==> config.mk <==
export PLATFORM = sky130hd
export DESIGN_NAME = stereo_vu_meter_led_frame
export DESIGN_NICKNAME = d
export VERILOG_FILES = /design/src/rtl/core/svm_pkg.sv /design/src/rtl/core/svm_div.sv /design/src/rtl/core/svm_front.sv /design/src/rtl/core/svm_jobq.sv /design/src/rtl/core/svm_back.sv /design/src/rtl/core/stereo_vu_meter_led_frame.sv
export SDC_FILE = /design/constraint.sdc
export NUM_CORES = 1
export LEC_CHECK = 0
export ABC_AREA = 1
export ABC_CLOCK_PERIOD_IN_PS = 16900
export BUFFER_PORTS_ARGS = -buffer_cell sky130_fd_sc_hd__buf_2
export CORE_ASPECT_RATIO = 1.2
export CORE_MARGIN = 2
export CORE_UTILIZATION = 40
export CTS_BUF_LIST = sky130_fd_sc_hd__clkbuf_8
export CTS_CLUSTER_SIZE = 25
export DETAILED_ROUTE_END_ITERATION = 8
export GPL_ROUTABILITY_DRIVEN = 1
export SETUP_SLACK_MARGIN = 0.4
export SYNTH_ARGS = -nofsm -noshare
export SYNTH_HDL_FRONTEND = slang
export SYNTH_SLANG_ARGS = --single-unit
==> constraint.sdc <==
create_clock -name clk -period 16.9 [get_ports clk]
set_input_delay 0 -clock clk [delete_from_list [all_inputs] [get_ports clk]]
set_output_delay 0 -clock clk [all_outputs]
set_load 0.02 [all_outputs]
==> src/rtl/core/svm_pkg.sv <==
package svm_pkg;

	localparam int MAX_LEDS = 64;
	localparam int IDX_W    = $clog2(MAX_LEDS);
	localparam int LEN_W    = IDX_W + 1;
	localparam int CFG_W    = 7;
	localparam int NUM_W    = 8 + IDX_W;

	localparam logic [LEN_W-1:0] LEN_MIN   = LEN_W'(2);
	localparam logic [LEN_W-1:0] LEN_MAX   = LEN_W'(MAX_LEDS);
	localparam logic [CFG_W-1:0] LEN_RESET = CFG_W'(19);
	localparam logic [LEN_W-1:0] SPLIT_LEN = LEN_W'(10);

	localparam logic [CFG_W-1:0] BAT_HIGH = CFG_W'(75);
	localparam logic [CFG_W-1:0] BAT_MID  = CFG_W'(25);

	localparam logic [3:0] HOLD_RELOAD  = 4'd6;
	localparam logic [3:0] HOLD_EXPIRED = 4'hF;

	// x / 3 as (x * 683) >> 11, exact for x below 512
	localparam int DIV3_RECIP = 683;
	localparam int DIV3_SHIFT = 11;

	localparam int CFG_IDX_W = 1;
	localparam logic [CFG_IDX_W-1:0] CFG_STRIP_LENGTH  = 1'b0;
	localparam logic [CFG_IDX_W-1:0] CFG_BATTERY_LEVEL = 1'b1;

	typedef enum logic [1:0] {
		BAT_OFF,
		BAT_RED,
		BAT_AMBER,
		BAT_GREEN
	} bat_t;

	typedef struct packed {
		logic [LEN_W-1:0] len;
		logic [IDX_W-1:0] barlen;
		logic [IDX_W-1:0] start_l;
		logic [IDX_W-1:0] start_r;
		logic [IDX_W-1:0] status;
		logic             left_en;
		logic [7:0]       br;
		logic [7:0]       g0;
		logic [7:0]       step;
		logic [7:0]       sl;
		logic [7:0]       sr;
		logic [7:0]       pk_l;
		logic [7:0]       pk_r;
		logic             comet;
		bat_t             bat;
	} job_t;

	typedef struct packed {
		logic [IDX_W-1:0] idx;
		logic [7:0]       red;
		logic [7:0]       green;
		logic [7:0]       blue;
		logic             last;
	} pix_t;

	typedef struct packed {
		logic             start;
		logic [NUM_W-1:0] num;
		logic [7:0]       den;
	} div_req_t;

	typedef struct packed {
		logic             done;
		logic [NUM_W-1:0] quo;
	} div_rsp_t;

	function automatic logic [7:0] div3(input logic [8:0] x);
		logic [20:0] p;
		p = {12'b0, x} * 21'(DIV3_RECIP);
		return p[DIV3_SHIFT+7:DIV3_SHIFT];
	endfunction

endpackage

==> src/rtl/core/svm_div.sv <==
// radix-2 restoring divider, one quotient bit per cycle
module svm_div import svm_pkg::*; (
	input  logic     clk,
	input  logic     arst_n,
	input  div_req_t req,
	output div_rsp_t rsp
);

	localparam int CNT_W = $clog2(NUM_W + 1);

	logic             busy_q;
	logic             done_q;
	logic [CNT_W-1:0] cnt_q;
	logic [7:0]       rem_q;
	logic [7:0]       den_q;
	logic [NUM_W-1:0] quo_q;

	logic [8:0] trial;
	logic [8:0] diff;
	logic       ge;

	always_comb begin
		trial = {rem_q, quo_q[NUM_W-1]};
		diff  = trial - {1'b0, den_q};
		ge    = trial >= {1'b0, den_q};
	end

	always_ff @(posedge clk or negedge arst_n) begin
		if (!arst_n) begin
			busy_q <= 1'b0;
			done_q <= 1'b0;
			cnt_q  <= '0;
		end else begin
			done_q <= 1'b0;
			if (req.start) begin
				busy_q <= 1'b1;
				cnt_q  <= CNT_W'(NUM_W);
			end else if (busy_q) begin
				cnt_q <= cnt_q - 1'b1;
				if (cnt_q == CNT_W'(1)) begin
					busy_q <= 1'b0;
					done_q <= 1'b1;
				end
			end
		end
	end

	always_ff @(posedge clk) begin
		if (req.start) begin
			rem_q <= '0;
			quo_q <= req.num;
			den_q <= req.den;
		end else if (busy_q) begin
			rem_q <= ge ? diff[7:0] : trial[7:0];
			quo_q <= {quo_q[NUM_W-2:0], ge};
		end
	end

	assign rsp.done = done_q;
	assign rsp.quo  = quo_q;

endmodule

==> src/rtl/core/svm_front.sv <==
module svm_front import svm_pkg::*; (
	input  logic             clk,
	input  logic             arst_n,
	input  logic             push,
	output logic             full,
	input  logic [7:0]       level_left,
	input  logic [7:0]       level_right,
	input  logic [7:0]       brightness,
	input  logic             comet_mode,
	input  logic [CFG_W-1:0] strip_length,
	input  logic [CFG_W-1:0] battery_level,
	output div_req_t         div_req,
	input  div_rsp_t         div_rsp,
	output logic             job_push,
	output job_t             job_data,
	input  logic             job_full
);

	typedef enum logic [5:0] {
		F_IDLE  = 6'b000001,
		F_PREP  = 6'b000010,
		F_DIV_L = 6'b000100,
		F_DIV_R = 6'b001000,
		F_DIV_S = 6'b010000,
		F_PUSH  = 6'b100000
	} fstate_t;

	fstate_t state_q, state_n;

	logic [7:0]       peak_l_q, peak_r_q;
	logic [3:0]       hold_l_q, hold_r_q;
	logic [11:0]      trk_l, trk_r;

	job_t             job_q;
	logic [7:0]       vl_q, vr_q;
	logic [NUM_W-1:0] num_r_q;

	logic [LEN_W-1:0] len_c, len_m1;
	logic             single_c;
	logic [IDX_W-1:0] barlen_c, start_l_c, start_r_c, status_c;
	logic [IDX_W-1:0] barlen_m1;
	logic [8:0]       sum_c;
	bat_t             bat_c;
	logic [NUM_W-1:0] num_l_c, num_r_c;
	logic             accept;

	function automatic logic [11:0] track(input logic [7:0] pk, input logic [3:0] hold,
			input logic [7:0] lvl);
		logic [7:0] pk_n;
		logic [3:0] hold_n;
		pk_n   = lvl;
		hold_n = HOLD_RELOAD;
		if (pk > lvl) begin
			pk_n = pk;
			if (hold == HOLD_EXPIRED) begin
				pk_n = pk - 1'b1;
			end else begin
				hold_n = hold - 1'b1;
			end
		end
		return {pk_n, hold_n};
	endfunction

	function automatic logic [7:0] sat8(input logic [NUM_W-1:0] q);
		return (q[NUM_W-1:8] != '0) ? 8'hFF : q[7:0];
	endfunction

	// strip layout, channel sum and battery band
	always_comb begin
		if (strip_length < CFG_W'(LEN_MIN)) begin
			len_c = LEN_MIN;
		end else if (strip_length > CFG_W'(LEN_MAX)) begin
			len_c = LEN_MAX;
		end else begin
			len_c = LEN_W'(strip_length);
		end
		len_m1   = len_c - 1'b1;
		single_c = len_c < SPLIT_LEN;
		if (single_c) begin
			barlen_c  = len_c[IDX_W-1:0];
			start_l_c = '0;
			start_r_c = '0;
			status_c  = '0;
		end else begin
			barlen_c  = len_m1[LEN_W-1:1];
			start_l_c = len_c[0] ? barlen_c - 1'b1 : barlen_c;
			start_r_c = barlen_c + 1'b1;
			status_c  = barlen_c;
		end
		sum_c = {1'b0, level_left} + {1'b0, level_right};
		if (battery_level > BAT_HIGH) begin
			bat_c = BAT_GREEN;
		end else if (battery_level > BAT_MID) begin
			bat_c = BAT_AMBER;
		end else if (battery_level != '0) begin
			bat_c = BAT_RED;
		end else begin
			bat_c = BAT_OFF;
		end
	end

	assign accept    = push && (state_q == F_IDLE);
	assign full      = (state_q != F_IDLE);
	assign barlen_m1 = job_q.barlen - 1'b1;
	assign num_l_c   = {{(NUM_W-8){1'b0}}, vl_q} * {{(NUM_W-IDX_W){1'b0}}, job_q.barlen};
	assign num_r_c   = {{(NUM_W-8){1'b0}}, vr_q} * {{(NUM_W-IDX_W){1'b0}}, job_q.barlen};
	assign trk_l     = track(peak_l_q, hold_l_q, job_q.sl);
	assign trk_r     = track(peak_r_q, hold_r_q, job_q.sr);

	always_comb begin
		div_req.start = 1'b0;
		div_req.num   = num_r_q;
		div_req.den   = job_q.br;
		state_n       = state_q;
		job_push      = 1'b0;
		unique case (state_q)
			F_IDLE: begin
				// zero brightness: beat taken and dropped
				if (push && brightness != '0) begin
					state_n = F_PREP;
				end
			end
			F_PREP: begin
				div_req.start = 1'b1;
				div_req.num   = num_l_c;
				state_n       = F_DIV_L;
			end
			F_DIV_L: begin
				div_req.start = div_rsp.done;
				if (div_rsp.done) begin
					state_n = F_DIV_R;
				end
			end
			F_DIV_R: begin
				div_req.start = div_rsp.done;
				div_req.num   = {{(NUM_W-8){1'b0}}, job_q.br};
				div_req.den   = {{(8-IDX_W){1'b0}}, barlen_m1};
				if (div_rsp.done) begin
					state_n = F_DIV_S;
				end
			end
			F_DIV_S: begin
				if (div_rsp.done) begin
					state_n = F_PUSH;
				end
			end
			F_PUSH: begin
				job_push = !job_full;
				if (!job_full) begin
					state_n = F_IDLE;
				end
			end
			default: state_n = F_IDLE;
		endcase
	end

	always_comb begin
		job_data      = job_q;
		job_data.pk_l = trk_l[11:4];
		job_data.pk_r = trk_r[11:4];
	end

	always_ff @(posedge clk or negedge arst_n) begin
		if (!arst_n) begin
			state_q  <= F_IDLE;
			peak_l_q <= '0;
			peak_r_q <= '0;
			hold_l_q <= '0;
			hold_r_q <= '0;
		end else begin
			state_q <= state_n;
			if (job_push) begin
				{peak_l_q, hold_l_q} <= trk_l;
				{peak_r_q, hold_r_q} <= trk_r;
			end
		end
	end

	always_ff @(posedge clk) begin
		if (accept) begin
			job_q.len     <= len_c;
			job_q.barlen  <= barlen_c;
			job_q.start_l <= start_l_c;
			job_q.start_r <= start_r_c;
			job_q.status  <= status_c;
			job_q.left_en <= !single_c;
			job_q.br      <= brightness;
			job_q.comet   <= comet_mode;
			job_q.bat     <= bat_c;
			job_q.pk_l    <= '0;
			job_q.pk_r    <= '0;
			// single bar: both channels averaged onto the right bar
			vl_q          <= single_c ? 8'd0 : level_left;
			vr_q          <= single_c ? sum_c[8:1] : level_right;
		end
		if (state_q == F_PREP) begin
			num_r_q  <= num_r_c;
			job_q.g0 <= div3({job_q.br, 1'b0});
		end
		if (state_q == F_DIV_L && div_rsp.done) begin
			job_q.sl <= sat8(div_rsp.quo);
		end
		if (state_q == F_DIV_R && div_rsp.done) begin
			job_q.sr <= sat8(div_rsp.quo);
		end
		if (state_q == F_DIV_S && div_rsp.done) begin
			job_q.step <= (div_rsp.quo == '0) ? 8'd1 : div_rsp.quo[7:0];
		end
	end

endmodule

==> src/rtl/core/svm_jobq.sv <==
// two-entry queue of frame jobs between front and back
module svm_jobq import svm_pkg::*; (
	input  logic clk,
	input  logic arst_n,
	input  logic wr,
	input  job_t wr_data,
	output logic full,
	input  logic rd,
	output job_t rd_data,
	output logic empty
);

	job_t       mem_q [2];
	logic       wp_q, rp_q;
	logic [1:0] cnt_q;

	assign full    = (cnt_q == 2'd2);
	assign empty   = (cnt_q == 2'd0);
	assign rd_data = mem_q[rp_q];

	always_ff @(posedge clk or negedge arst_n) begin
		if (!arst_n) begin
			wp_q  <= 1'b0;
			rp_q  <= 1'b0;
			cnt_q <= '0;
		end else begin
			if (wr) begin
				wp_q <= ~wp_q;
			end
			if (rd) begin
				rp_q <= ~rp_q;
			end
			if (wr && !rd) begin
				cnt_q <= cnt_q + 1'b1;
			end else if (rd && !wr) begin
				cnt_q <= cnt_q - 1'b1;
			end
		end
	end

	always_ff @(posedge clk) begin
		if (wr) begin
			mem_q[wp_q] <= wr_data;
		end
	end

endmodule

==> src/rtl/core/svm_back.sv <==
// walks the strip one LED per cycle while a job waits and the result queue has room, and fills the result queue
module svm_back import svm_pkg::*; (
	input  logic clk,
	input  logic arst_n,
	input  logic job_empty,
	input  job_t job,
	output logic job_pop,
	input  logic pop,
	output logic empty,
	output pix_t head
);

	localparam int OQ_DEPTH = 4;
	localparam int OQ_AW    = $clog2(OQ_DEPTH);
	localparam int OQ_CW    = OQ_AW + 1;

	typedef enum logic [1:0] {
		KIND_BLACK,
		KIND_BAR,
		KIND_STATUS
	} kind_t;

	logic [IDX_W-1:0] p_q;
	logic             last_c, issue;
	logic             left_ok, right_ok, status_ok;
	logic [IDX_W-1:0] i_l, i_r, i_c;
	logic [7:0]       s_c, pk_c;
	kind_t            kind_c;
	logic [NUM_W-1:0] prod_c;

	logic             valid_s1;
	logic [IDX_W-1:0] idx_s1, i_s1;
	logic             last_s1, comet_s1;
	kind_t            kind_s1;
	logic [7:0]       s_s1, pk_s1, br_s1, g0_s1;
	bat_t             bat_s1;
	logic [NUM_W-1:0] prod_s1;

	logic [7:0]       r_bar, g_bar, sh;
	logic             hit_peak, lit;
	pix_t             pix_c;

	pix_t             oq_q [OQ_DEPTH];
	logic [OQ_AW-1:0] wp_q, rp_q;
	logic [OQ_CW-1:0] cnt_q;
	logic             rd;

	function automatic logic [7:0] dim(input logic [7:0] c, input logic [7:0] s);
		return (s[7:3] != '0) ? 8'd0 : (c >> s[2:0]);
	endfunction

	// which bar or status pixel, if any, covers LED p
	always_comb begin
		last_c    = ({1'b0, p_q} == job.len - 1'b1);
		i_l       = job.start_l - p_q;
		i_r       = p_q - job.start_r;
		left_ok   = job.left_en && (p_q <= job.start_l) && (i_l < job.barlen);
		right_ok  = (p_q >= job.start_r) && (i_r < job.barlen);
		status_ok = (p_q == job.status) && (job.bat != BAT_OFF);
		i_c       = right_ok ? i_r : i_l;
		s_c       = right_ok ? job.sr : job.sl;
		pk_c      = right_ok ? job.pk_r : job.pk_l;
		if (status_ok) begin
			kind_c = KIND_STATUS;
		end else if (right_ok || left_ok) begin
			kind_c = KIND_BAR;
		end else begin
			kind_c = KIND_BLACK;
		end
		prod_c = {{(NUM_W-IDX_W){1'b0}}, i_c} * {{(NUM_W-8){1'b0}}, job.step};
		issue  = !job_empty && ((cnt_q + OQ_CW'(valid_s1)) < OQ_CW'(OQ_DEPTH));
	end

	assign job_pop = issue && last_c;

	always_ff @(posedge clk or negedge arst_n) begin
		if (!arst_n) begin
			p_q      <= '0;
			valid_s1 <= 1'b0;
		end else begin
			valid_s1 <= issue;
			if (issue) begin
				p_q <= last_c ? '0 : p_q + 1'b1;
			end
		end
	end

	always_ff @(posedge clk) begin
		if (issue) begin
			idx_s1   <= p_q;
			last_s1  <= last_c;
			kind_s1  <= kind_c;
			i_s1     <= i_c;
			s_s1     <= s_c;
			pk_s1    <= pk_c;
			br_s1    <= job.br;
			g0_s1    <= job.g0;
			comet_s1 <= job.comet;
			bat_s1   <= job.bat;
			prod_s1  <= prod_c;
		end
	end

	// gradient: red climbs by step to brightness, green falls by step to zero
	always_comb begin
		r_bar    = (prod_s1 >= {{(NUM_W-8){1'b0}}, br_s1}) ? br_s1 : prod_s1[7:0];
		g_bar    = ({{(NUM_W-8){1'b0}}, g0_s1} > prod_s1) ? g0_s1 - prod_s1[7:0] : 8'd0;
		sh       = s_s1 - {{(8-IDX_W){1'b0}}, i_s1};
		hit_peak = (pk_s1 == {{(8-IDX_W){1'b0}}, i_s1});
		lit      = ({{(8-IDX_W){1'b0}}, i_s1} <= s_s1);

		pix_c.idx   = idx_s1;
		pix_c.last  = last_s1;
		pix_c.red   = '0;
		pix_c.green = '0;
		pix_c.blue  = '0;
		unique case (kind_s1)
			KIND_STATUS: begin
				unique case (bat_s1)
					BAT_GREEN: pix_c.green = br_s1;
					BAT_AMBER: begin
						pix_c.red   = br_s1 >> 1;
						pix_c.green = br_s1 >> 1;
					end
					BAT_RED:   pix_c.red = br_s1;
					BAT_OFF:   ;
				endcase
			end
			KIND_BAR: begin
				priority if (hit_peak) begin
					pix_c.red   = r_bar;
					pix_c.green = g_bar;
					pix_c.blue  = br_s1;
				end else if (lit && comet_s1) begin
					pix_c.red   = dim(r_bar, sh);
					pix_c.green = dim(g_bar, sh);
				end else if (lit) begin
					pix_c.red   = r_bar;
					pix_c.green = g_bar;
				end else begin
					pix_c.red = '0;
				end
			end
			default: ;
		endcase
	end

	// result queue
	assign rd    = pop && (cnt_q != '0);
	assign empty = (cnt_q == '0);
	assign head  = oq_q[rp_q];

	always_ff @(posedge clk or negedge arst_n) begin
		if (!arst_n) begin
			wp_q  <= '0;
			rp_q  <= '0;
			cnt_q <= '0;
		end else begin
			if (valid_s1) begin
				wp_q <= wp_q + 1'b1;
			end
			if (rd) begin
				rp_q <= rp_q + 1'b1;
			end
			if (valid_s1 && !rd) begin
				cnt_q <= cnt_q + 1'b1;
			end else if (rd && !valid_s1) begin
				cnt_q <= cnt_q - 1'b1;
			end
		end
	end

	always_ff @(posedge clk) begin
		if (valid_s1) begin
			oq_q[wp_q] <= pix_c;
		end
	end

endmodule

==> src/rtl/core/stereo_vu_meter_led_frame.sv <==
// Stereo VU meter frame generator with peak hold for an RGB LED strip.
// Input queue: a frame update (two levels, brightness, comet mode) is taken
// on push while full is low. Result queue: one beat per LED, in ascending
// index order, while empty is low; pop takes the oldest. last_pixel marks
// the final LED of a frame. The config port (cfg_we, cfg_index, cfg_data)
// sets strip length and battery level; write it only while the block is idle.
// The front spends most of each frame on three 14-step divisions in one
// shared radix-2 divider (both scaled levels and the gradient step).
// The back then delivers one LED per cycle while the result queue has
// room. Up to two frames wait between front and back, so the front takes
// the next update while the back is still drawing. A beat with zero
// brightness is taken and dropped, and full stays low. A stalled result
// side fills a four-deep result queue and then holds the pixel walk;
// nothing is lost. Reset clears peak markers, hold counters and all
// queues and sets the strip length to 19 with the status pixel off.
module stereo_vu_meter_led_frame import svm_pkg::*; (
	input  logic                 clk,
	input  logic                 arst_n,
	input  logic                 push,
	output logic                 full,
	input  logic [7:0]           level_left,
	input  logic [7:0]           level_right,
	input  logic [7:0]           brightness,
	input  logic                 comet_mode,
	output logic                 empty,
	input  logic                 pop,
	output logic [IDX_W-1:0]     pixel_index,
	output logic [7:0]           red,
	output logic [7:0]           green,
	output logic [7:0]           blue,
	output logic                 last_pixel,
	input  logic                 cfg_we,
	input  logic [CFG_IDX_W-1:0] cfg_index,
	input  logic [CFG_W-1:0]     cfg_data
);

	logic [CFG_W-1:0] strip_length_q;
	logic [CFG_W-1:0] battery_level_q;

	div_req_t div_req;
	div_rsp_t div_rsp;
	job_t     job_wr, job_rd;
	logic     job_push, job_full, job_pop, job_empty;
	pix_t     head;

	always_ff @(posedge clk or negedge arst_n) begin
		if (!arst_n) begin
			strip_length_q  <= LEN_RESET;
			battery_level_q <= '0;
		end else if (cfg_we) begin
			unique case (cfg_index)
				CFG_STRIP_LENGTH:  strip_length_q  <= cfg_data;
				CFG_BATTERY_LEVEL: battery_level_q <= cfg_data;
			endcase
		end
	end

	svm_div u_div (
		.clk    (clk),
		.arst_n (arst_n),
		.req    (div_req),
		.rsp    (div_rsp)
	);

	svm_front u_front (
		.clk           (clk),
		.arst_n        (arst_n),
		.push          (push),
		.full          (full),
		.level_left    (level_left),
		.level_right   (level_right),
		.brightness    (brightness),
		.comet_mode    (comet_mode),
		.strip_length  (strip_length_q),
		.battery_level (battery_level_q),
		.div_req       (div_req),
		.div_rsp       (div_rsp),
		.job_push      (job_push),
		.job_data      (job_wr),
		.job_full      (job_full)
	);

	svm_jobq u_jobq (
		.clk     (clk),
		.arst_n  (arst_n),
		.wr      (job_push),
		.wr_data (job_wr),
		.full    (job_full),
		.rd      (job_pop),
		.rd_data (job_rd),
		.empty   (job_empty)
	);

	svm_back u_back (
		.clk       (clk),
		.arst_n    (arst_n),
		.job_empty (job_empty),
		.job       (job_rd),
		.job_pop   (job_pop),
		.pop       (pop),
		.empty     (empty),
		.head      (head)
	);

	assign pixel_index = head.idx;
	assign red         = head.red;
	assign green       = head.green;
	assign blue        = head.blue;
	assign last_pixel  = head.last;

endmodule

Yosys cells after proc, flatten, opt, wreduce, memory -nomap -nowiden:

Memory sizes are Yosys's and may differ from the RTL's.
Cells that the tools add are included.

* word-level logic and storage cells: 230
* memories kept: 2
* bits in writable memories: 306
* register bits: 267

* multiply operators: 4
* $add $sub $neg: 24
* reduce and logical (&&, ||, !) cells: 42
* shift-type cells: 2
* multiplexer cells: 63
* equal/unequal tests: 24
* magnitude comparators: 16
* bitwise gates (word level): 3

Memory list
* u_jobq.mem_q: words 2, width 91, read ports 1, clocked after Yosys merged registers in 0, wr ports 1, RTL line svm_jobq.sv:13 `job_t mem_q [2];`
* u_back.oq_q: words 4, width 31, read ports 1, clocked after Yosys merged registers in 0, wr ports 1, RTL line svm_back.sv:43 `pix_t oq_q [OQ_DEPTH];`

Operator list (number)
* two-way mux 8 bit: 17
* two-way mux 6 bit: 10
* case mux 6 bit (6 select lines): 1
* two-way mux 16 bit: 2
* case mux 16 bit (2 select lines): 1
* case mux 8 bit (2 select lines): 2
* multiplier 8 x 6 -> 14 bit: 2
* two-way mux 14 bit: 2
* case mux 14 bit (2 select lines): 1
* two-way mux 4 bit: 6
* multiplier 8 x 10 -> 18 bit (second input constant): 1
* logical AND 1 bit: 17
* greater-than comparator 8 bit: 2
* >> shifter 8 x 3 -> 8 bit: 2
* subtractor 8 x 1 -> 8 bit (second input constant): 2
* subtractor 8 bit: 2
* greater-or-equal comparator 14 x 8 -> 1 bit: 1
* greater-than comparator 7 bit (second input constant): 2
* greater-than comparator 8 x 14 -> 1 bit: 1
* logical NOT 14 bit: 1
* multiplier 6 x 8 -> 14 bit: 1
* two-way mux 1 bit: 14
* two-way mux 7 bit: 2
* subtractor 7 x 1 -> 7 bit (second input constant): 2
* other kinds (52): 84

Longest topological paths before layout:

Gate-level depths: netlist (run 1).

* word-level depth: 7
* gate-level depth with buffers: 41

By module:

From an unflattened synthesis (run 1), not the netlist that was laid out.

* cell total of the unflattened synthesis: 3316
* area, all modules: 33578.5 um^2

Modules (own cells, without submodules)
* svm_back: times used 1, cells an instance 1309, area each 12309.3 um^2
* svm_front: times used 1, cells an instance 1411, area each 11574.9 um^2
* svm_jobq: times used 1, cells an instance 308, area each 7173.1 um^2
* svm_div: times used 1, cells an instance 226, area each 1934.4 um^2
* stereo_vu_meter_led_frame: times used 1, cells an instance 62, area each 586.8 um^2

Worst setup path before layout (run 1):

Ideal clock, no wire load.

* path kind: flip-flop to flip-flop
* start: register u_jobq.rp_q
* end: register u_back.prod_s1[13], data pin
* cell stages (with the launch flop): 37
* clock period less this slack: 6853 ps
* arrival time: 6596 ps
* setup time: 258 ps
* data required time: 16642 ps
* slack: 10047 ps
* path through: dfrtp_1 > buf_6 > buf_4 > buf_2 > buf_2 > buf_2 > mux2i_1 > ha_1 > nand3_1 > nand2_1 > a21oi_1 > nor2_1 > nor2_1 > xor2_1 > ha_1 > a21oi_1 > o21a_1 > o221ai_4 > buf_8 > o21ai_4 > nor2_1 > fa_1 > inv_1 > fa_1 > fa_1 > inv_1 > ha_1 > nand2_1 > nor2_1 > nor2_1 > o21ai_0 > nand3_1 > nand2_1 > a21oi_1 > nor2_1 > nor2_1 > xnor2_1

* longest elaborated chain between the ends: 6
* elaborated cells between the ends (all ways): 8

RTL lines
* from (decl): RTL line svm_jobq.sv:14 `logic wp_q, rp_q;`
* from (signal assigned): RTL line svm_jobq.sv:31 `rp_q <= ~rp_q;`
* memory read (2 x 91 bit) (*)
* subtractor 6 bit: RTL line svm_back.sv:56 `i_r = p_q - job.start_r;`
* less-than comparator 6 bit: RTL line svm_back.sv:58 `right_ok = (p_q >= job.start_r) && (i_r < job.barlen);`
* logical AND 1 bit: RTL line svm_back.sv:58
* two-way mux 6 bit: RTL line svm_back.sv:60 `i_c = right_ok ? i_r : i_l;`
* multiplier 6 x 8 -> 14 bit (*): RTL line svm_back.sv:70 `prod_c = {{(NUM_W-IDX_W){1'b0}}, i_c} * {{(NUM_W-8){1'b0}}, job.step};`
* named net u_back.prod_c[13]: RTL line svm_back.sv:29 `logic [NUM_W-1:0] prod_c;`
* to (signal assigned): RTL line svm_back.sv:100 `prod_s1 <= prod_c;`
* to (decl): RTL line svm_back.sv:37 `logic [NUM_W-1:0] prod_s1;`

Mark *: on every way through the listed nets, which the timed path passes. The rest lies on a longest branch.
A chain may end at the register's enable or synchronous reset.

Worst setup path in the final report (run 1):

* start: register u_jobq.rp_q
* end: register u_back.prod_s1[13], data pin

* longest elaborated chain between the ends: 6
* elaborated cells between the ends (all ways): 8

RTL lines
* memory read (2 x 91 bit) (*)
* subtractor 6 bit: RTL line svm_back.sv:56
* less-than comparator 6 bit: RTL line svm_back.sv:58
* logical AND 1 bit: RTL line svm_back.sv:58
* two-way mux 6 bit (*): RTL line svm_back.sv:60
* named net u_back.i_c[4]: RTL line svm_back.sv:26 `logic [IDX_W-1:0] i_l, i_r, i_c;`
* multiplier 6 x 8 -> 14 bit (*): RTL line svm_back.sv:70
* named net u_back.prod_c[13]: RTL line svm_back.sv:29

Marked as above.

==> flow_summary_export.csv, run 1 <==
group,metric,value,unit
route,drt-wirelength-per-cell,16.21,µm
pwr,switchingPower,1524,µW
hold_path,min_path_type,"in -> reg",
timing,hold_viol,0,
floorplanning,die_w,262.7,µm
grt,grt_antenna_before_repair,1,
grt,grt_use_total,17.39,%
floorplanning,die-area,0.08262,mm²
yosys,synth_flop_cell,"edfxtp_1",
pwr,p_int,2931,µW
cells_and_area,layout_commonest_cell,"nand2_1",
pwr,peakVddDrop,88.47,µV
floorplanning,initial_core_util,40.51,%
yosys,synth_area,0.03213,mm²
route,wl,71.27,mm
placement,dp_cells,4169,
critical_path,max_stage_delay,0.70,ns
pwr,pwr-share-seq,41.4,%
timing,slew_viol_final,0,
yosys,avgSynthCellArea,10.25,µm²
pwr,clockPowerShare,25.9,%
placement,placed_cell_area,0.03354,mm²
yosys,syn_inst,3134,
run,cap_violations,0,
timing,fin_crit,7.483,ns
critical_path,cpMostUsedCell,"nand2_1",
pwr,pwr_density_cell,124.0,mW/mm²
route,routed_via_density,4.944,
floorplanning,die_y,314.5,µm
run_status,status,"completed",
yosys,synthTopCellsByArea,"edfxtp_1 (46%), ha_1 (8.2%), nand2_1 (7.4%)",
yosys,syn_nets,3479,
pwr,p_leak,0.01565,µW
yosys,synth_seq_cells,573,
timing,slew_headroom,34.58,%
clock_network,root_buffer,"clkbuf_8",
pwr,p_comb_share,32.7,%
cells_and_area,stdcell_count,4397,
clock_network,htree_levels,3,
critical_path,worstPathMaxFanout,53,
route,num_vias,21737,
yosys,synth_top_area_share,46.45,%
cells_and_area,drive_above_1_share,9.789,%
timing,fmax,0.1336,GHz
route,firstDrtPassIters,6,
yosys,synth_top_cell_by_area,"edfxtp_1",
yosys,synth_edf_count,497,
floorplanning,pin_count,71,
placement,port_buffers,70,
cells_and_area,nets,3630,
clock_network,tritoncts,"yes",
pwr,p_total,4455,µW
timing,fin_crit_sh,44.28,%
route,drtIter0Drc,1554,
clock_network,insertion_delay,0.71,ns
timing,rsz0062_at_grt,"no",
yosys,async_flop_share,11.87,%
placement,gp_congestion,0.8966,
critical_path,slowest_stage,"dfrtp_4",
clock_network,cts.sinks,573,
placement,hpwl,51.16,mm
critical_path,crit_arrival,7.92,ns
yosys,synth_cell_type_count,71,
critical_path,end_kind,"flop",
grt,grt_pass1_wl,113.9,mm
pwr,switching_share,34.21,%
timing,setup_viol,0,
cells_and_area,final_cell_mix,"nand2_1 (630), edfxtp_1 (497), inv_1 (476)",
cells_and_area,area_delta_synth_final,11.79,%
clock_network,cts_post_setup_buffers_inserted,0,
floorplanning,coreArea,0.07932,mm²
route,drc_errors,0,
route,ant_nets,0,
critical_path,critical_path_class,"reg -> reg",
timing,tightestPinTransition,0.9802,ns
clock_network,clk_path_buf_depth,3,
critical_path,setup.worst_path.start_class,"flop",
yosys,yosys_warnings,0,
grt,grt_pass1_vias,21467,
critical_path,required,17.34,ns
yosys,seq_area_frac_synth,52.26,%
grt,grt_overflow_total,0,
timing,tns,0,ns
floorplanning,fp-row-count,113,
clock_network,clk_pin_slew_worst_paths,0.06,ns
grt,grt_max_degree,65,
cells_and_area,utilization,45.28,%
cells_and_area,finalInstanceArea,0.03592,mm²
timing,skew,0.06500,ns
clock_network,cts_buffers,92,
power by group through the flow:
stage	registers [µW]	logic, µW	clock network [µW]
CTS	1850	1480	1190
finish	1840	1460	1150
global route	1860	1710	1250
detailed placement	1870	1450	0
global placement	1870	1430	0
floorplan	1820	1170	0
stage by stage:
step | setup slack (ns) | hold WS, ns
final | 9.417 | 0.07644
after detailed placement | 9.348 | -0.02959
after global placement | 9.417 | -0.02604
after CTS | 9.357 | 0.009500
after global routing | 8.789 | 0.06546
after floorplan | 10.05 | -0.2956
registers in the layout, summed over array words and instances (netlist names), 7 cells and up:
name	count
u_jobq.mem_q	182
u_back.oq_q	124
u_front.job_data	75
u_back.prod_s1	14
u_div.quo_q	14
u_front.num_r_q	14
u_back.br_s1	8
u_back.g0_s1	8
u_back.pk_s1	8
u_back.s_s1	8
u_div.den_q	8
u_div.rem_q	8
u_front.peak_l_q	8
u_front.peak_r_q	8
u_front.vl_q	8
u_front.vr_q	8
battery_level_q	7
strip_length_q	7
worst max-delay path: cells and delay by family, from the launching register on:
kind | cells | cell delay, ns
buffers and inverters | 6 | 1.39
adder cells (fa/ha/maj) | 7 | 2.59
AO/OA/AOI/OAI | 5 | 0.82
flip-flops | 1 | 0.70
XOR/XNOR | 2 | 0.35
AND/OR/NAND/NOR | 15 | 1.31
Yosys cell counts (10+ instances only):
| cell | n |
|---|---|
| o211ai_2 | 10 |
| o211ai_1 | 16 |
| dfrtp_1 | 64 |
| xor2_1 | 61 |
| nor3_1 | 17 |
| o21ai_2 | 14 |
| clkbuf_1 | 58 |
| ha_1 | 210 |
| nand3_1 | 132 |
| xnor2_1 | 21 |
| fa_1 | 97 |
| o21ai_1 | 12 |
| buf_2 | 12 |
| o21ai_0 | 186 |
| nor2_1 | 228 |
| a21oi_1 | 125 |
| inv_1 | 445 |
| nand2_1 | 630 |
| inv_2 | 14 |
| nand4_1 | 29 |
| buf_1 | 10 |
| nand2_2 | 11 |
| mux2i_1 | 33 |
| or2_2 | 24 |
| edfxtp_1 | 497 |
| o22ai_1 | 48 |
final timing paths:
kind | startpoint | endpoint | slack [ns] | cells after the start
min in group asynchronous | arst_n | u_front.hold_r_q[1]$_DFFE_PN0P_ | 0.42 | 4
max reg2reg | u_jobq.rp_q$_DFFE_PN0P_ | u_back.prod_s1[13]$_DFFE_PP_ | 9.42 | 35
min | brightness[0] | u_front.job_data[51]$_DFFE_PP_ | 0.08 | 2
max in group asynchronous | arst_n | u_jobq.rp_q$_DFFE_PN0P_ | 15.80 | 4
min reg2reg | u_div.quo_q[2]$_DFFE_PP_ | u_front.job_data[37]$_SDFFCE_PN0P_ | 0.43 | 0
max | u_jobq.rp_q$_DFFE_PN0P_ | u_back.prod_s1[13]$_DFFE_PP_ | 9.42 | 35
kinds of logic (layout without fill, tap and decap cells):
| group | count (synthesis) | after routing | share of synthesized area (%) |
|---|---|---|---|
| AND/OR/NAND/NOR | 1109 | 1109 | 14.62 |
| flip-flops | 573 | 573 | 52.26 |
| buffers and inverters | 557 | 784 | 6.760 |
| AO/OA/AOI/OAI | 470 | 470 | 8.739 |
| adder cells (fa/ha/maj) | 307 | 307 | 14.22 |
| XOR/XNOR | 84 | 84 | 2.337 |
| multiplexers | 34 | 34 | 1.063 |
| other | 0 | 1 | 0 |
area by class of cell:
| cell class | instances | area [µm²] |
|---|---|---|
| clock buffers | 97 | 1335 |
| inverters | 466 | 1754 |
| fillers | 7453 | 43400 |
| flip-flops and latches | 573 | 16800 |
| multi-input cells | 2004 | 13190 |
| repair buffers | 148 | 1091 |
| well taps | 1035 | 1295 |
| diodes | 1 | 2.502 |
| clock inverters | 73 | 454.2 |
metal layers:
metal	vias to the layer above	global-route usage [%]	share of wire [%]
met5	-	0	0
met1	10334	20.86	42
met4	0	6.740	3.2
met2	435	31.55	51
met3	112	2.472	3.6
li1	10856	-	-
repair_timing:
item	4_1_cts	5_1_grt
hold buffers	57	0
resized for setup	0	0
hold endpoints to repair	116	0
Power figures use the tool's default switching activity.
==> run 2, diff against run 1 <==
ABC_CLOCK_PERIOD_IN_PS = 7200   (was 16900)
clock period = 7.2 ns   (was 16.9 ns; I/O delays follow)
==> flow_summary_export.csv, run 2 (synthesized netlist as in run 1, its figures left out) <==
group,metric,value,unit
timing,fmax,0.1577,GHz
pwr,p_int,6909,µW
clock_network,root_buffer,"clkbuf_8",
run_status,status,"completed",
cells_and_area,fill_cells,7504,
route,routed_via_density,4.969,
placement,placed_cell_area,0.03357,mm²
clock_network,clk_path_buf_depth,3,
clock_network,cts_buffers,92,
route,drc_errors,0,
route,drt-wirelength-per-cell,16.44,µm
floorplanning,fp-row-count,113,
clock_network,insertion_delay,0.72,ns
critical_path,startpoint,"u_jobq.rp_q$_DFFE_PN0P_",
cells_and_area,largest_register_ffs,182,
timing,setup_viol,0,
grt,grt_antenna_before_repair,2,
run,cap_violations,0,
critical_path,end_kind,"flop",
pwr,p_leak,0.01569,µW
clock_network,cts.sinks,573,
cells_and_area,final_cell_mix,"nand2_1 (630), edfxtp_1 (497), inv_1 (468)",
critical_path,ff2ff_path_depth,31,
pwr,p_comb_share,32.6,%
cells_and_area,layout_commonest_cell,"nand2_1",
critical_path,required,7.66,ns
timing,hold_viol,0,
grt,grt_pass1_wl,115.4,mm
grt,grt_max_degree,72,
pwr,switching_share,34.33,%
pwr,switchingPower,3612,µW
timing,rsz0062_at_grt,"no",
critical_path,critical_path_class,"reg -> reg",
route,wl,72.33,mm
timing,fin_crit,6.340,ns
critical_path,r2r_end,"u_back.prod_s1[12]$_DFFE_PP_",
critical_path,worstPathMaxFanout,8,
cells_and_area,drive_above_1_share,10.26,%
critical_path,max_stage_delay,0.54,ns
critical_path,rr_startpoint,"u_jobq.rp_q$_DFFE_PN0P_",
pwr,pwr_density_cell,292.2,mW/mm²
clock_network,clk_pin_slew_worst_paths,0.07,ns
timing,skew,0.04864,ns
cells_and_area,area_delta_synth_final,12.06,%
timing,tightestPinTransition,1.010,ns
hold_path,min_path_type,"in -> async",
timing,slew_headroom,32.44,%
critical_path,reg2reg_slack,0.86,ns
placement,hpwl,51.49,mm
pwr,peakVddDrop,184.8,µV
floorplanning,coreArea,0.07932,mm²
grt,grt_pass1_vias,21623,
timing,tns,0,ns
critical_path,slowest_stage,"dfrtp_4",
pwr,clockPowerShare,26.2,%
placement,port_buffers,70,
clock_network,htree_levels,3,
critical_path,crit_end,"u_back.prod_s1[12]$_DFFE_PP_",
floorplanning,die-area,0.08262,mm²
cells_and_area,nets,3634,
route,num_vias,21864,
cells_and_area,finalInstanceArea,0.03600,mm²
route,drtIter0Drc,1510,
floorplanning,die_w,262.7,µm
timing,slew_viol_final,0,
floorplanning,pin_count,71,
route,firstDrtPassIters,5,
critical_path,crit_arrival,6.80,ns
critical_path,setup.worst_path.start_class,"flop",
grt,grt_overflow_total,0,
placement,gp_congestion,0.8948,
clock_network,tritoncts,"yes",
floorplanning,initial_core_util,40.51,%
timing,fin_crit_sh,88.05,%
floorplanning,die_y,314.5,µm
grt,grt_use_total,17.61,%
route,ant_nets,0,
cells_and_area,largest-register,"u_jobq.mem_q",
pwr,pwr-share-seq,41.2,%
[run 2: changes by cell type in the layout (fill, tap and decap cells not counted), sizes merged]
cell	previous run	this run
clkinv	32	39
buf	92	100
clkinvlp	8	3
diode	1	3
dlygate4sd3	56	52
bufinv	5	6
inv	494	488
[run 2: repair_timing]
item,CTS,global route
hold buffers,52,0
gates resized for setup,0,11
endpoints found under the hold margin,109,0
buffers inserted,0,6
setup endpoints to repair,0,3
[run 2: layout make-up]
cell class | instances | area, µm² | area share, %
clock buffer | 97 | 1335 | 3.708
multi-input combinational | 2004 | 13240 | 36.78
clock inverter | 70 | 459.2 | 1.275
timing repair buffer | 152 | 1115 | 3.096
antenna | 3 | 7.507 | 0.02085
sequential | 573 | 16800 | 46.65
inverter | 466 | 1754 | 4.872
tap | 1035 | 1295 | 3.597
[run 2: worst min-delay path by stage]
stage                                      end  slack, ns  cells past startpoint
2_1_floorplan   battery_level_q[0]$_DFFE_PN0P_      -0.30                      0
3_3_place_gp   u_front.hold_r_q[1]$_DFFE_PN0P_      -0.07                      1
3_5_place_dp   u_front.hold_r_q[1]$_DFFE_PN0P_      -0.07                      1
4_1_cts        u_front.hold_r_q[2]$_DFFE_PN0P_     0.0003                      3
5_1_grt            u_back.cnt_q[1]$_DFFE_PN0P_       0.04                      3
6_report           u_back.cnt_q[1]$_DFFE_PN0P_      0.005                      3
[run 2: per-layer routing]
metal	part of all wire, %	wire length (µm)	track usage, %	vias up
met5	0	0	0	-
met4	2.6	1904	5.904	0
met3	3.6	2571	2.605	123
met2	52	37700	32.60	422
met1	42	30150	20.86	10467
li1	-	-	-	10852
[run 2: power by group through the flow]
stage	registers, µW	logic [µW]	clock network [µW]
2_1_floorplan	4260	2750	0
5_1_grt	4370	4020	2980
3_3_place_gp	4390	3360	0
3_5_place_dp	4400	3400	0
4_1_cts	4340	3460	2840
6_report	4330	3430	2760
[run 2: critical path, delay by kind of cell (launching register included)]
family	cells	cell delay [ns]
compound gates	7	1.12
xor+xnor	2	0.40
fa+ha+maj	7	2.73
flops	1	0.54
buf+inv	7	0.60
simple gates	8	0.69
[run 2: stage by stage]
step	utilization, %	instances	total power (µW)	setup WS, ns	hold slack, ns
floorplan	-	3134	7013	0.4091	-0.2956
global placement	42.32	4172	7752	0.5327	-0.07468
global route	45.39	4400	11370	0.4078	0.03729
finish	45.39	4400	10520	0.8603	0.005495
detailed placement	42.32	4172	7805	0.4352	-0.07155
CTS	45.24	4391	10640	0.4258	0.0002742
